**config.mk**
```make
export PLATFORM = sky130hd
export DESIGN_NAME = nvme_queue_pair_engine_unit
export DESIGN_NICKNAME = d
export VERILOG_FILES = /design/src/hw/rtl/nvme_qpe_pkg.sv /design/src/hw/rtl/nvme_qpe_ctrl.sv /design/src/hw/rtl/nvme_qpe_out.sv /design/src/hw/rtl/nvme_queue_pair_engine_unit.sv
export VERILOG_INCLUDE_DIRS = /design/src /design/src/hw/rtl
export SDC_FILE = /design/constraint.sdc
export NUM_CORES = 1
export LEC_CHECK = 0
export BUFFER_PORTS_ARGS = -buffer_cell sky130_fd_sc_hd__buf_4
export CAP_MARGIN = 20
export CORE_MARGIN = 2
export CORE_UTILIZATION = 38
export DETAILED_ROUTE_END_ITERATION = 6
export PLACE_DENSITY_LB_ADDON = 0.08
export SLEW_MARGIN = 20
export SYNTH_ARGS = -nofsm -noshare
export SYNTH_HDL_FRONTEND = slang
export SYNTH_HIERARCHICAL = 1
export SYNTH_SLANG_ARGS = --single-unit
```
**constraint.sdc**
```tcl
create_clock -name clk -period 9.9 [get_ports clk]
set_input_delay 2.97 -clock clk [delete_from_list [all_inputs] [get_ports clk]]
set_output_delay 2.97 -clock clk [all_outputs]
set_load 0.01 [all_outputs]
```
**src/hw/rtl/nvme_queue_pair_engine_unit_macros.svh**
```systemverilog
// Assertion macros shared by the queue pair engine RTL.
`ifndef NVME_QUEUE_PAIR_ENGINE_UNIT_MACROS_SVH
`define NVME_QUEUE_PAIR_ENGINE_UNIT_MACROS_SVH
`ifndef SYNTH
// Same-cycle implication, checked out of reset.
`define QPE_ASSERT_NOW(label, clk, rst, ante, cons) \
  label: assert property (@(posedge clk) disable iff (rst) (ante) |-> (cons)) \
    else $error("queue pair engine check failed");
// Next-cycle implication, checked out of reset.
`define QPE_ASSERT_NEXT(label, clk, rst, ante, cons) \
  label: assert property (@(posedge clk) disable iff (rst) (ante) |=> (cons)) \
    else $error("queue pair engine check failed");
`else
`define QPE_ASSERT_NOW(label, clk, rst, ante, cons)
`define QPE_ASSERT_NEXT(label, clk, rst, ante, cons)
`endif
`endif

```
**src/hw/rtl/nvme_qpe_pkg.sv**
```systemverilog
// Types and constants shared by the queue pair engine modules.
`timescale 1ns / 1ps
`default_nettype none
package nvme_qpe_pkg;

  localparam logic FUNC_SUBMIT = 1'b0;
  localparam logic FUNC_POLL   = 1'b1;

  localparam logic QUEUE_ADMIN = 1'b0;
  localparam logic QUEUE_IO    = 1'b1;

  localparam int LIMIT_W  = 20;
  localparam int CID_W    = 16;
  localparam int SLOT_W   = 6;
  localparam logic [LIMIT_W-1:0] POLL_LIMIT_RESET = 20'd500000;

  typedef enum logic [1:0] {
    KIND_SUBMIT  = 2'd0,
    KIND_OK      = 2'd1,
    KIND_ERROR   = 2'd2,
    KIND_TIMEOUT = 2'd3
  } result_kind_t;

  typedef struct packed {
    logic             func;
    logic             queue_sel;
    logic [7:0]       opcode;
    logic [31:0]      namespace_id;
    logic [63:0]      data_pointer;
    logic [31:0]      command_dw10;
    logic [31:0]      command_dw11;
    logic [31:0]      command_dw12;
    logic [15:0]      entry_status;
    logic [CID_W-1:0] entry_cid;
  } cmd_t;

  typedef struct packed {
    result_kind_t      result_kind;
    logic              queue_out;
    logic [SLOT_W-1:0] sq_slot;
    logic [31:0]       entry_dw0;
    logic [31:0]       entry_nsid;
    logic [63:0]       entry_prp1;
    logic [31:0]       entry_dw10;
    logic [31:0]       entry_dw11;
    logic [31:0]       entry_dw12;
    logic [SLOT_W-1:0] doorbell_value;
  } result_t;

endpackage
`default_nettype wire

```
**src/hw/rtl/nvme_qpe_ctrl.sv**
```systemverilog
// Queue pointers, command id tracking and completion matching for one item.
`timescale 1ns / 1ps
`default_nettype none
module nvme_qpe_ctrl #(
  parameter int ADMIN_DEPTH = 32,
  parameter int IO_DEPTH    = 64
) (
  input  wire logic                              clk,
  input  wire logic                              rst,
  input  wire logic                              fire,
  input  wire nvme_qpe_pkg::cmd_t                cmd,
  input  wire logic                              cfg_we,
  input  wire logic [nvme_qpe_pkg::LIMIT_W-1:0]  cfg_data,
  output nvme_qpe_pkg::result_t                  res,
  output logic                                   res_valid
);

  localparam int MAX_DEPTH = (ADMIN_DEPTH > IO_DEPTH) ? ADMIN_DEPTH : IO_DEPTH;
  localparam int PW = $clog2(MAX_DEPTH);
  localparam int SW = nvme_qpe_pkg::SLOT_W;
  localparam logic [PW-1:0] ADMIN_LAST = PW'(ADMIN_DEPTH - 1);
  localparam logic [PW-1:0] IO_LAST    = PW'(IO_DEPTH - 1);

  logic [nvme_qpe_pkg::LIMIT_W-1:0] poll_limit;
  logic [nvme_qpe_pkg::CID_W-1:0]   cid_counter;
  logic [PW-1:0]                    sub_tail [2];
  logic [PW-1:0]                    comp_head [2];
  logic [1:0]                       expected_phase;
  logic                             waiting;
  logic [nvme_qpe_pkg::CID_W-1:0]   expected_cid;
  logic                             waiting_queue;
  logic [nvme_qpe_pkg::LIMIT_W-1:0] poll_budget;

  logic                             q;
  logic                             is_submit;
  logic [PW-1:0]                    last;
  logic [PW-1:0]                    tail_next;
  logic [PW-1:0]                    head_next;
  logic [nvme_qpe_pkg::CID_W-1:0]   cid_next;
  logic                             match;
  logic                             timeout;
  logic [PW+SW-1:0]                 slot_ext;
  logic [PW+SW-1:0]                 tail_ext;
  logic [PW+SW-1:0]                 head_ext;

  // A poll always concerns the queue whose command is awaited.
  assign is_submit = (cmd.func == nvme_qpe_pkg::FUNC_SUBMIT);
  assign q         = is_submit ? cmd.queue_sel : waiting_queue;
  assign last      = (q == nvme_qpe_pkg::QUEUE_IO) ? IO_LAST : ADMIN_LAST;
  assign tail_next = (sub_tail[q] == last) ? '0 : sub_tail[q] + PW'(1);
  assign head_next = (comp_head[q] == last) ? '0 : comp_head[q] + PW'(1);
  assign cid_next  = cid_counter + nvme_qpe_pkg::CID_W'(1);
  assign match     = (cmd.entry_status[0] == expected_phase[q]) &&
                     (cmd.entry_cid == expected_cid);
  assign timeout   = !match && (poll_budget <= nvme_qpe_pkg::LIMIT_W'(1));

  // Slot and doorbell show the low bits of a pointer, zero extended if narrow.
  assign slot_ext = {{SW{1'b0}}, sub_tail[q]};
  assign tail_ext = {{SW{1'b0}}, tail_next};
  assign head_ext = {{SW{1'b0}}, head_next};

  always_comb begin
    res           = '0;
    res.queue_out = q;
    res_valid     = 1'b0;
    if (is_submit) begin
      res_valid          = 1'b1;
      res.result_kind    = nvme_qpe_pkg::KIND_SUBMIT;
      res.sq_slot        = slot_ext[SW-1:0];
      res.entry_dw0      = {cid_next, 8'h00, cmd.opcode};
      res.entry_nsid     = cmd.namespace_id;
      res.entry_prp1     = cmd.data_pointer;
      res.entry_dw10     = cmd.command_dw10;
      res.entry_dw11     = cmd.command_dw11;
      res.entry_dw12     = cmd.command_dw12;
      res.doorbell_value = tail_ext[SW-1:0];
    end else if (waiting) begin
      if (match) begin
        res_valid          = 1'b1;
        res.result_kind    = (|cmd.entry_status[11:1]) ? nvme_qpe_pkg::KIND_ERROR
                                                       : nvme_qpe_pkg::KIND_OK;
        res.doorbell_value = head_ext[SW-1:0];
      end else if (timeout) begin
        res_valid       = 1'b1;
        res.result_kind = nvme_qpe_pkg::KIND_TIMEOUT;
      end
    end
  end

  always_ff @(posedge clk) begin
    if (rst) begin
      poll_limit     <= nvme_qpe_pkg::POLL_LIMIT_RESET;
      cid_counter    <= '0;
      sub_tail[0]    <= '0;
      sub_tail[1]    <= '0;
      comp_head[0]   <= '0;
      comp_head[1]   <= '0;
      expected_phase <= 2'b11;
      waiting        <= 1'b0;
      expected_cid   <= '0;
      waiting_queue  <= 1'b0;
      poll_budget    <= '0;
    end else begin
      if (cfg_we) begin
        poll_limit <= cfg_data;
      end
      if (fire) begin
        if (is_submit) begin
          cid_counter   <= cid_next;
          sub_tail[q]   <= tail_next;
          waiting       <= 1'b1;
          expected_cid  <= cid_next;
          waiting_queue <= q;
          poll_budget   <= poll_limit;
        end else if (waiting) begin
          if (match) begin
            comp_head[q] <= head_next;
            if (head_next == '0) begin
              expected_phase[q] <= ~expected_phase[q];
            end
            waiting <= 1'b0;
          end else if (timeout) begin
            poll_budget <= '0;
            waiting     <= 1'b0;
          end else begin
            poll_budget <= poll_budget - nvme_qpe_pkg::LIMIT_W'(1);
          end
        end
      end
    end
  end

endmodule
`default_nettype wire

```
**src/hw/rtl/nvme_qpe_out.sv**
```systemverilog
// Result register that holds one finished item until the receiver takes it.
`timescale 1ns / 1ps
`default_nettype none
module nvme_qpe_out (
  input  wire logic                  clk,
  input  wire logic                  rst,
  input  wire logic                  load,
  input  wire nvme_qpe_pkg::result_t res_in,
  input  wire logic                  take,
  output logic                       valid,
  output nvme_qpe_pkg::result_t      res
);

  logic valid_next;

  // A load happens only while the register is empty or being emptied.
  always_comb begin
    valid_next = valid;
    if (load) begin
      valid_next = 1'b1;
    end else if (take) begin
      valid_next = 1'b0;
    end
  end

  always_ff @(posedge clk) begin
    if (rst) begin
      valid <= 1'b0;
    end else begin
      valid <= valid_next;
    end
  end

  always_ff @(posedge clk) begin
    if (load) begin
      res <= res_in;
    end
  end

endmodule
`default_nettype wire

```
**src/hw/rtl/nvme_queue_pair_engine_unit.sv**
```systemverilog
// Top level of the NVMe queue pair engine: input register, control and result register.
//
// Usage: the host side streams items on the s_axis channel. A submit item
// (tuser func = 0) carries the command words; the engine assigns the next
// command id, returns the packed submission entry with its slot and the new
// submission tail to ring. A poll item (func = 1) carries the completion
// entry read at the head of the queue whose command is awaited; a matching
// entry returns ok or error plus the new completion head, and a run of
// non-matching polls ends in a timeout result once the poll budget is spent.
// A poll while no command is awaited, or a non-matching poll with budget
// left, produces no result. The cfg channel writes the 20-bit poll limit and
// is always ready; write it only while the engine is idle.
// Flow: an item is registered at the input and evaluated in one pass; its
// result is loaded into the output register when the item fires, and the
// output register holds it, with m_axis_tvalid high, until the receiver takes it.
// Throughput: one item per cycle unless the receiver stalls; the pointer and id
// updates are a single increment-and-wrap per queue, closing in the evaluation cycle.
// Reset (rst, synchronous) clears pointers, the id counter and the wait
// state, sets both expected phases to one and the poll limit to 500000.
// When the receiver stalls, the result register holds its item, the input
// register fills, and s_axis_tready drops until the result is taken.
`timescale 1ns / 1ps
`default_nettype none
`include "nvme_queue_pair_engine_unit_macros.svh"
module nvme_queue_pair_engine_unit #(
  parameter int ADMIN_DEPTH = 32,
  parameter int IO_DEPTH    = 64
) (
  input  wire logic         clk,
  input  wire logic         rst,
  input  wire logic         s_axis_tvalid,
  output logic              s_axis_tready,
  // opcode, namespace_id, data_pointer, command_dw10, command_dw11,
  // command_dw12, entry_status, entry_cid (lowest bit first)
  input  wire logic [231:0] s_axis_tdata,
  // func, queue_sel (lowest bit first)
  input  wire logic [1:0]   s_axis_tuser,
  output logic              m_axis_tvalid,
  input  wire logic         m_axis_tready,
  // sq_slot, entry_dw0, entry_nsid, entry_prp1, entry_dw10, entry_dw11,
  // entry_dw12, doorbell_value (lowest bit first), then four zero bits
  output logic [239:0]      m_axis_tdata,
  // result_kind, queue_out (lowest bit first)
  output logic [2:0]        m_axis_tuser,
  input  wire logic         cfg_valid,
  output logic              cfg_ready,
  input  wire logic [19:0]  cfg_data
);

  logic                  in_valid;
  logic                  in_valid_next;
  nvme_qpe_pkg::cmd_t    cmd;
  logic                  s_accept;
  logic                  fire;
  nvme_qpe_pkg::result_t res_comb;
  logic                  res_comb_valid;
  nvme_qpe_pkg::result_t res;

  // The registered item is evaluated whenever the result register can take
  // whatever it produces; the input register refills in the same cycle.
  assign fire          = in_valid && (!m_axis_tvalid || m_axis_tready);
  assign s_axis_tready = !in_valid || fire;
  assign s_accept      = s_axis_tvalid && s_axis_tready;
  assign cfg_ready     = 1'b1;

  always_comb begin
    in_valid_next = in_valid;
    if (s_accept) begin
      in_valid_next = 1'b1;
    end else if (fire) begin
      in_valid_next = 1'b0;
    end
  end

  always_ff @(posedge clk) begin
    if (rst) begin
      in_valid <= 1'b0;
    end else begin
      in_valid <= in_valid_next;
    end
  end

  always_ff @(posedge clk) begin
    if (s_accept) begin
      cmd.func         <= s_axis_tuser[0];
      cmd.queue_sel    <= s_axis_tuser[1];
      cmd.opcode       <= s_axis_tdata[7:0];
      cmd.namespace_id <= s_axis_tdata[39:8];
      cmd.data_pointer <= s_axis_tdata[103:40];
      cmd.command_dw10 <= s_axis_tdata[135:104];
      cmd.command_dw11 <= s_axis_tdata[167:136];
      cmd.command_dw12 <= s_axis_tdata[199:168];
      cmd.entry_status <= s_axis_tdata[215:200];
      cmd.entry_cid    <= s_axis_tdata[231:216];
    end
  end

  nvme_qpe_ctrl #(
    .ADMIN_DEPTH (ADMIN_DEPTH),
    .IO_DEPTH    (IO_DEPTH)
  ) u_ctrl (
    .clk       (clk),
    .rst       (rst),
    .fire      (fire),
    .cmd       (cmd),
    .cfg_we    (cfg_valid && cfg_ready),
    .cfg_data  (cfg_data),
    .res       (res_comb),
    .res_valid (res_comb_valid)
  );

  nvme_qpe_out u_out (
    .clk    (clk),
    .rst    (rst),
    .load   (fire && res_comb_valid),
    .res_in (res_comb),
    .take   (m_axis_tready),
    .valid  (m_axis_tvalid),
    .res    (res)
  );

  assign m_axis_tuser = {res.queue_out, res.result_kind};
  assign m_axis_tdata = {4'b0000, res.doorbell_value, res.entry_dw12, res.entry_dw11,
                         res.entry_dw10, res.entry_prp1, res.entry_nsid,
                         res.entry_dw0, res.sq_slot};

  // Every submit that is evaluated leaves a result in the output register.
  `QPE_ASSERT_NEXT(a_submit_gives_result, clk, rst,
    fire && (cmd.func == nvme_qpe_pkg::FUNC_SUBMIT), m_axis_tvalid)
  // The input side only backs up when both stages are full and stalled.
  `QPE_ASSERT_NOW(a_ready_low_only_when_full, clk, rst,
    !s_axis_tready, in_valid && m_axis_tvalid && !m_axis_tready)
  // A timeout rings no doorbell.
  `QPE_ASSERT_NOW(a_timeout_no_doorbell, clk, rst,
    m_axis_tvalid && (m_axis_tuser[1:0] == nvme_qpe_pkg::KIND_TIMEOUT),
    m_axis_tdata[235:230] == 6'd0)

endmodule
`default_nettype wire
```
==> metrics.sh <==
FINAL_NET_COUNT=2071
TOTAL_TRACK_USAGE_PCT=17.4
POST_SYNTH_INST_COUNT=1307
SETUP.WORST_PATH.START_CLASS='input pin'
DESIGN.PORTCOUNT=505
CPMOSTUSEDCELL='sky130_fd_sc_hd__buf_4'
TIMING.SETUP.TNS_PS=0
POWER_W=0.00522
CTS_MADE_BUFFERS=60
SEQ_POWER_SHARE_PCT=51.8
TIMING.CRITICAL_PATH.SLOWEST_STAGE_CELL='sky130_fd_sc_hd__nand3b_4'
WORST_HOLD_STARTPOINT='u_ctrl/waiting_queue'
SYNTHESIS.AREA_PER_INSTANCE_UM2=15.7
HOLD_DEPTH=2
WORSTPATHCELLLIST='buf_4 -> nand3b_4 -> buf_4'
CRITPATHREQUIREDTIME_PS=6930
SYNTHESIZED_AREA_UM2=20600
CTS_HOLD_BUFFERS=0
HOLDCRITPATHCLASS='flip-flop to flip-flop'
FINAL_WL_UM=50000
FP-ROW-COUNT=85
GPL.FINAL_WEIGHTED_CONGESTION=0.798
FINAL_PERIOD_MINUS_WORST_SETUP_SLACK_PS=6370
FINAL_HOLD_VIOL_COUNT=0
FLOORPLAN.INITIALDENSITY_PCT=38.3
CTS_MAX_LEVEL=2
TIMING.CRITICAL_PATH.DEPTH=3
FLOORPLAN.DIE_AREA_UM2=56000
WORST-R2R-CELL-COUNT=9
GRT_OVERFLOW=0
SETUP.WORST_PATH.CLASS='input pin to output pin'
CTS_TREE='done'
NUM-FILL-CELLS=4677
CLOCK_SINK_COUNT=555
VIAS=12076
POST_CTS.REPAIR.SETUP_BUFFERS=0
CTS_RESIZED=0
POWER_SWITCHING_SHARE_PCT=21.8
ROOT_BUFFER='sky130_fd_sc_hd__clkbuf_16'
TOP_CELL_FAMILY_BY_DELAY_ON_THE_CRITICAL_PATH='buffers and inverters'
POWER.SWITCHING_W=0.00114
BUFFER_PORTS.INSERTED=495
FINAL-SETUP-VIOL-COUNT=0
SYNTHTOLAYOUTAREAGROWTH_PCT=30.3
CRIT_START='m_axis_tready'
DRV_CAP=0
P_CLK_SHARE_PCT=40.6
ACHIEVABLE-FREQUENCY_MHz=157
AVGROUTEDWIREPERCELL_UM=19.6
P_COMB_SHARE_PCT=7.5
INSERTION_DELAY_PS=610
RRSETUPSLACK_PS=5790
POST-ROUTE-UTIL_PCT=49.9
TIMING_WORST_SLEW_PIN_VALUE_PS=1080
ENDPOINT_KIND='output pin'
GRT_MAX_DEGREE=149
TOTAL_INTERNAL_POWER_W=0.00408
ANTENNADIODECOUNT=0
GRT_FIRST_PASS_WIRELENGTH_UM=74100
REG2REG_FROM='cmd[232]'
RESULT_OF_THE_RUN='completed'
CRITPATHBUFINV=2
MAX-CLOCK-PATH-BUFFERS=3
DRC=0
ANTENNA_VIOLATIONS_BEFORE_REPAIR=1
GRT_SETUP_UNREPAIRED='false'
STARTING_DRT_DRC_COUNT=660
ANT_NETS=0
TIMING.MAX_SLEW.REL_SLACK_PCT=28.2
DP.FINAL_HPWL_UM=34100
TIMING_MAX_TRANSITION_VIOLATIONS_FINAL=0
CLOCK_PIN_SLEW_ON_THE_WORST_SETUP_AND_HOLD_PATHS_PS=60
DIE_WIDTH_UM=237
ROUTE.DETAILED.VIAS_PER_INST=4.73
P_LEAK_nW=10.2
WORSTPATHARRIVAL_PS=3400
LAYOUT_WORST_PATH_CYCLE_SHARE_PCT=64.3
DRT_PASS1_ITERATIONS=4
WORST_PATH_LARGEST_CELL_DELAY_PS=160
POWER-PER-CELL-AREA_nW_PER_UM2=195
RATIO_OF_CELLS_WITH_DRIVE_ABOVE_1_IN_THE_FINAL_LAYOUT_PCT=32.7
CRIT_FANOUT=3
IR_WORST_VDD_mV=0.133
YOSYS_WARNINGS=6
NUMBER_OF_GLOBAL_ROUTE_VIAS_BEFORE_REPAIR=11975
DIE_HEIGHT_UM=237
FIN_SKEW_PS=23.2
DESIGN.CORE.AREA_UM2=53700
==> stage by stage <==
stage	instance area [um^2]	instances	hold slack (ps)	worst slack, ps
6_report	26800	2554	476	3530
3_5_place_dp	24900	2441	461	3530
2_1_floorplan	20600	1317	433	690
4_1_cts	26800	2554	477	3530
3_3_place_gp	24900	2441	456	3540
5_1_grt	26800	2554	495	3520
==> flip-flops by register name, indices dropped and copies added (netlist names) <==
| name | count |
|---|---|
| cmd | 230 |
| in_valid | 1 |
| u_ctrl/comp_head | 12 |
| u_ctrl/expected_cid | 16 |
| u_ctrl/expected_phase | 2 |
| u_ctrl/poll_budget | 20 |
| u_ctrl/poll_limit | 20 |
| u_ctrl/sub_tail | 12 |
| u_ctrl/waiting | 1 |
| u_ctrl/waiting_queue | 1 |
| u_out/res | 239 |
| u_out/valid | 1 |
==> cell type report <==
cell class,instances,area (um^2),share of cell area [%]
flip-flops and latches,555,16000,59.8
multi-input cells,674,4180,15.6
repair buffers,504,3810,14.2
clock buffers,81,1640,6.11
well taps,696,871,3.25
clock inverters,32,229,0.854
inverters,12,45.0,0.168
==> worst reg2reg max path, delay by kind of cell (launching register included) <==
kind / cells / cell delay [ps]
DFF: 1 / 530
muxes: 1 / 200
AOI/OAI and AO/OA: 3 / 680
and+or+nand+nor: 2 / 850
buffers and inverters: 3 / 1360
==> power by group through the flow <==
stage                     clock network, W  logic [W]  registers [W]
after floorplan                          0   0.000197        0.00277
after global placement                   0   0.000392        0.00275
after detailed placement                 0   0.000398        0.00275
after CTS                          0.00219   0.000399        0.00270
after global routing               0.00228   0.000434        0.00271
final                              0.00212   0.000393        0.00270
==> cells in the final DEF, fill, tap and decap left out, types with 4 or more instances in the layout <==
cell,instances
sky130_fd_sc_hd__or3_1,10
sky130_fd_sc_hd__conb_1,13
sky130_fd_sc_hd__nor2_1,91
sky130_fd_sc_hd__nand2_1,65
sky130_fd_sc_hd__xnor2_1,17
sky130_fd_sc_hd__mux2i_1,30
sky130_fd_sc_hd__clkinv_1,14
sky130_fd_sc_hd__buf_4,502
sky130_fd_sc_hd__nor2b_1,205
sky130_fd_sc_hd__clkbuf_1,14
sky130_fd_sc_hd__o21ai_0,32
sky130_fd_sc_hd__a22o_1,9
sky130_fd_sc_hd__a21oi_1,20
sky130_fd_sc_hd__o22ai_1,8
sky130_fd_sc_hd__ha_1,5
sky130_fd_sc_hd__nand4_1,4
sky130_fd_sc_hd__inv_1,11
sky130_fd_sc_hd__nor3b_1,5
sky130_fd_sc_hd__dfxtp_1,62
sky130_fd_sc_hd__xor2_1,36
sky130_fd_sc_hd__nor3_1,14
sky130_fd_sc_hd__clkbuf_16,61
sky130_fd_sc_hd__or4_1,7
sky130_fd_sc_hd__nand3_1,25
sky130_fd_sc_hd__o2bb2ai_1,13
sky130_fd_sc_hd__nor4_1,12
sky130_fd_sc_hd__edfxtp_1,493
sky130_fd_sc_hd__clkinv_2,13
==> final timing paths <==
check,to
hold / removal,u_ctrl/waiting_queue
hold reg to reg,u_ctrl/waiting_queue
setup reg to reg,u_out/res[107]
setup / recovery,s_axis_tready
==> layer usage <==
layer	wire, um	part of all wire [%]	track usage, %	vias to the layer above
li1	-	-	-	5729
met1	20200	40	21.6	5854
met2	24400	49	28.9	410
met3	4000	8.0	5.54	81
met4	1350	2.7	5.85	2
met5	16	0.032	0	-
No activity file was read; power rests on OpenSTA's default activity.
